<file path="src/hdl/bmh_pkg.sv">
// Shared constants and types for the binary max-heap sorter.
`timescale 1ns / 1ps

package bmh_pkg;

    localparam int DEPTH   = 64;
    localparam int DATA_W  = 32;
    localparam int CNT_W   = $clog2(DEPTH + 1);
    localparam int TDATA_W = ((DATA_W + 7) / 8) * 8;

    typedef logic signed [DATA_W-1:0] t_value;
    typedef logic [CNT_W-1:0]         t_count;

    typedef struct packed {
        logic insert;
        logic shift;
    } t_cell_ctrl;

endpackage

</file>
<file path="src/hdl/bmh_cell.sv">
// One storage cell of the sorted row: holds a value, inserts or shifts toward the head.
`timescale 1ns / 1ps

module bmh_cell (
    input  logic                i_clk,
    input  bmh_pkg::t_cell_ctrl i_ctrl,
    input  bmh_pkg::t_value     i_value,
    input  logic                i_occupied,
    input  bmh_pkg::t_value     i_prev_val,
    input  logic                i_prev_keep,
    input  bmh_pkg::t_value     i_next_val,
    output bmh_pkg::t_value     o_val,
    output logic                o_keep
);
    import bmh_pkg::*;

    t_value r_val;
    t_value n_val;

    assign o_keep = i_occupied && (r_val >= i_value);
    assign o_val  = r_val;

    always_comb begin
        n_val = r_val;
        if (i_ctrl.shift) begin
            n_val = i_next_val;
        end else if (i_ctrl.insert && !o_keep) begin
            n_val = i_prev_keep ? i_value : i_prev_val;
        end
    end

    always_ff @(posedge i_clk) begin
        r_val <= n_val;
    end

endmodule

</file>
<file path="config.mk">
export PLATFORM = sky130hd
export DESIGN_NAME = bmh_cell
export DESIGN_NICKNAME = d
export VERILOG_FILES = /design/src/hdl/bmh_pkg.sv /design/src/hdl/bmh_cell.sv
export SDC_FILE = /design/constraint.sdc
export NUM_CORES = 1
export LEC_CHECK = 0
export ABC_AREA = 1
export BUFFER_PORTS_ARGS = -buffer_cell sky130_fd_sc_hd__buf_2
export CORE_UTILIZATION = 49
export DETAILED_ROUTE_END_ITERATION = 10
export PLACE_DENSITY = 0.88
export SLEW_MARGIN = 20
export SYNTH_ARGS = -nofsm -noshare
export SYNTH_HDL_FRONTEND = slang
export SYNTH_SLANG_ARGS = --single-unit
</file>
<file path="constraint.sdc">
create_clock -name i_clk -period 4.9 [get_ports i_clk]
set_input_delay 0.735 -clock i_clk [delete_from_list [all_inputs] [get_ports i_clk]]
set_output_delay 0.735 -clock i_clk [all_outputs]
set_load 0.05 [all_outputs]
</file>
==> flow_summary.toml <==
[outcome]
status = "finished clean"

[synthesis]
synth_top_area_frac = 0.383
ys_top_cells_by_count = "nand2_1 (96), o21ai_0 (60), inv_1 (42)"
synth_edf_count = 32
synthArstFlopShare = 0
synth.distinct_cells = 21
syn_nets = 456
synth_warnings = 0
ys_seq_area_frac = 0.383
synth_most_common_cell = "nand2_1"
synthTopCellsByArea = "edfxtp_1 (38%), ha_1 (16%), nand2_1 (14%)"
syn_area_per_cell_um2 = 7.76
synth_top_area_cell = "edfxtp_1"
synth-main-ff-cell = "edfxtp_1"
ys_seq_elements = 32
synth_area_um2 = 2510
netlist_instances = 323

[timing]
tightest_slew_ps = 934
fmax_ghz = 0.320
setup_slack_ps = 1780
fin_setup_tns_ps = 0
slew_viol_final = 0
setup_viol = 0
hold_slack_ps = 724
slew_headroom = 0.377
finClkSkew_ps = 11.0
grt_setup_unrepaired = "false"
hold_violations = 0
layout_worst_path_cycle_share = 0.638
min_period_ps = 3120

[power]
seqPwrFrac = 0.399
p_clk_frac = 0.217
power_leakage_nw = 1.77
peakVddDrop_v = 0.000168
switching_share = 0.388
power.internal_mw = 0.549
power_density_nw_per_um2 = 273
p_switching_mw = 0.348
pwr-share-comb = 0.384

[clocking]
postCtsSetupRepairBufs = 0
insertion_delay_ps = 290
cts.path.max_buffers = 2
cts_resized = 0
clock_sinks = 32
cts_tree = "done"
root_buffer = "clkbuf_8"
path_clk_slew_ps = 70
cts_buffers = 5
ctsHoldBuffers = 0
htree_levels = 2

[final_layout]
areaGrowthSynthToFinish_pct = 31.0
fin_area_um2 = 3280
largest_reg_flops = 32
n_fill_cell = 410
multi_input_area_um2 = 1320
seq_area_um2 = 961
drive_gt1_frac = 0.328
diodes = 0
layout.nets = 583
utilization = 0.682

[global_route]
grt_pass1_vias = 2470
grt_overflow = 0
antenna_found_initial = 0
grt_max_degree = 63
grt_use_total = 0.245
grt_pass1_wl_um = 10200

[setup_path]
path_max_fanout = 4
regToRegStartpoint = "o_val[31]"
ff2ff_path_depth = 12
arrival_ps = 2390
worst_r2r_endpoint = "o_val[25]"
rrSetupSlack_ps = 2150
crit_type = "in2out"
crit_required_ps = 4160
critPathLaunchType = "input port"
cp-end-kind = "output port"

[floorplanning]
core_area_um2 = 4820
initial_utilization = 0.520
ios = 134
fp-row-count = 25
die_w_um = 73.5
fp.dieH_um = 73.5
dieArea_um2 = 5400

[job]
cap_viol_max_count = 0

[placement]
dpl.hpwl_um = 5100
port_buffers = 133
dp_slack_ps = 1650
gp_congestion = 0.753
dpl-instance-area_um2 = 3200

[min_path]
whs_path_depth = 3
hp-class = "in2reg"
whs_endpoint = "o_val[22]"
hp-start = "i_next_val[22]"

[route]
num_vias = 2576
vias_per_cell = 4.97
drt_iter0_drc = 105
final_antenna_net_count = 0
detail_route.wl_per_cell_um = 12.2
routed_wl_um = 6340
drcViolationCount = 0
dr.pass1.iters = 4
[per-layer routing]
metal | vias to the layer above | routed length (um) | global-route usage | share of wire
met4 | 0 | 143 | 0.0919 | 0.023
met1 | 1142 | 2610 | 0.274 | 0.41
li1 | 1324 | - | - | -
met2 | 97 | 3270 | 0.456 | 0.52
met3 | 13 | 314 | 0.0453 | 0.050
met5 | - | 0 | 0 | 0
[layout make-up]
class	instances	share of cell area
Timing Repair Buffer	134	0.205
Multi-Input combinational cell	234	0.403
Tap cell	67	0.0255
Clock inverter	1	0.00114
Inverter	43	0.0492
Sequential cell	32	0.293
Clock buffer	7	0.0232
[cells by family after synthesis]
logic type,Yosys count,synth area share
AOI/OAI and AO/OA,85,0.176
adders and majority gates,32,0.160
buffers and inverters,57,0.0884
DFF,32,0.383
and+or+nand+nor,117,0.193
[stage by stage]
stage | power, mW | cells
floorplan | 0.604 | 323
global route | 0.951 | 518
CTS | 0.903 | 518
finish | 0.897 | 518
global placement | 0.695 | 510
detailed placement | 0.709 | 510
[worst max-delay path, stage by stage]
cell and delay [ps]:
buf_2 100, inv_1 50, ha_1 340, nand2_1 100
nor2_2 150, nand2_2 80, nor4_4 140, nand2_1 100
nand2_1 70, nand2_1 60, nand3_1 70, nand2_1 60
inv_1 50, buf_2 260
[cell usage in the layout, fill, tap and decap left out, drive strengths merged]
cell,Yosys,layout
o21a,2,2
o21ai,61,61
a21o,2,2
nor4,1,1
nand3,3,3
inv,43,43
clkinv,0,1
ha,32,32
nor2,12,12
nand4,2,2
edfxtp,32,32
clkbuf,13,7
nand2,99,99
a21oi,20,20
buf,1,134
[power by group through the flow]
stage	logic, mW	clock network [mW]	registers, mW
floorplan	0.138	0	0.466
global placement	0.333	0	0.361
detailed placement	0.345	0	0.364
CTS	0.346	0.199	0.358
global route	0.378	0.212	0.361
finish	0.345	0.195	0.358
[worst max path at each step]
stage                     slack, ps        end        start
after floorplan                1990   o_val[0]  i_value[31]
after global placement         1830  o_val[21]  i_value[31]
after detailed placement       1650  o_val[21]  i_value[27]
after CTS                      1800     o_keep  i_value[31]
after global routing           1640     o_keep  i_value[31]
final                          1780     o_keep  i_value[31]
(Power assumes the default switching activity.)
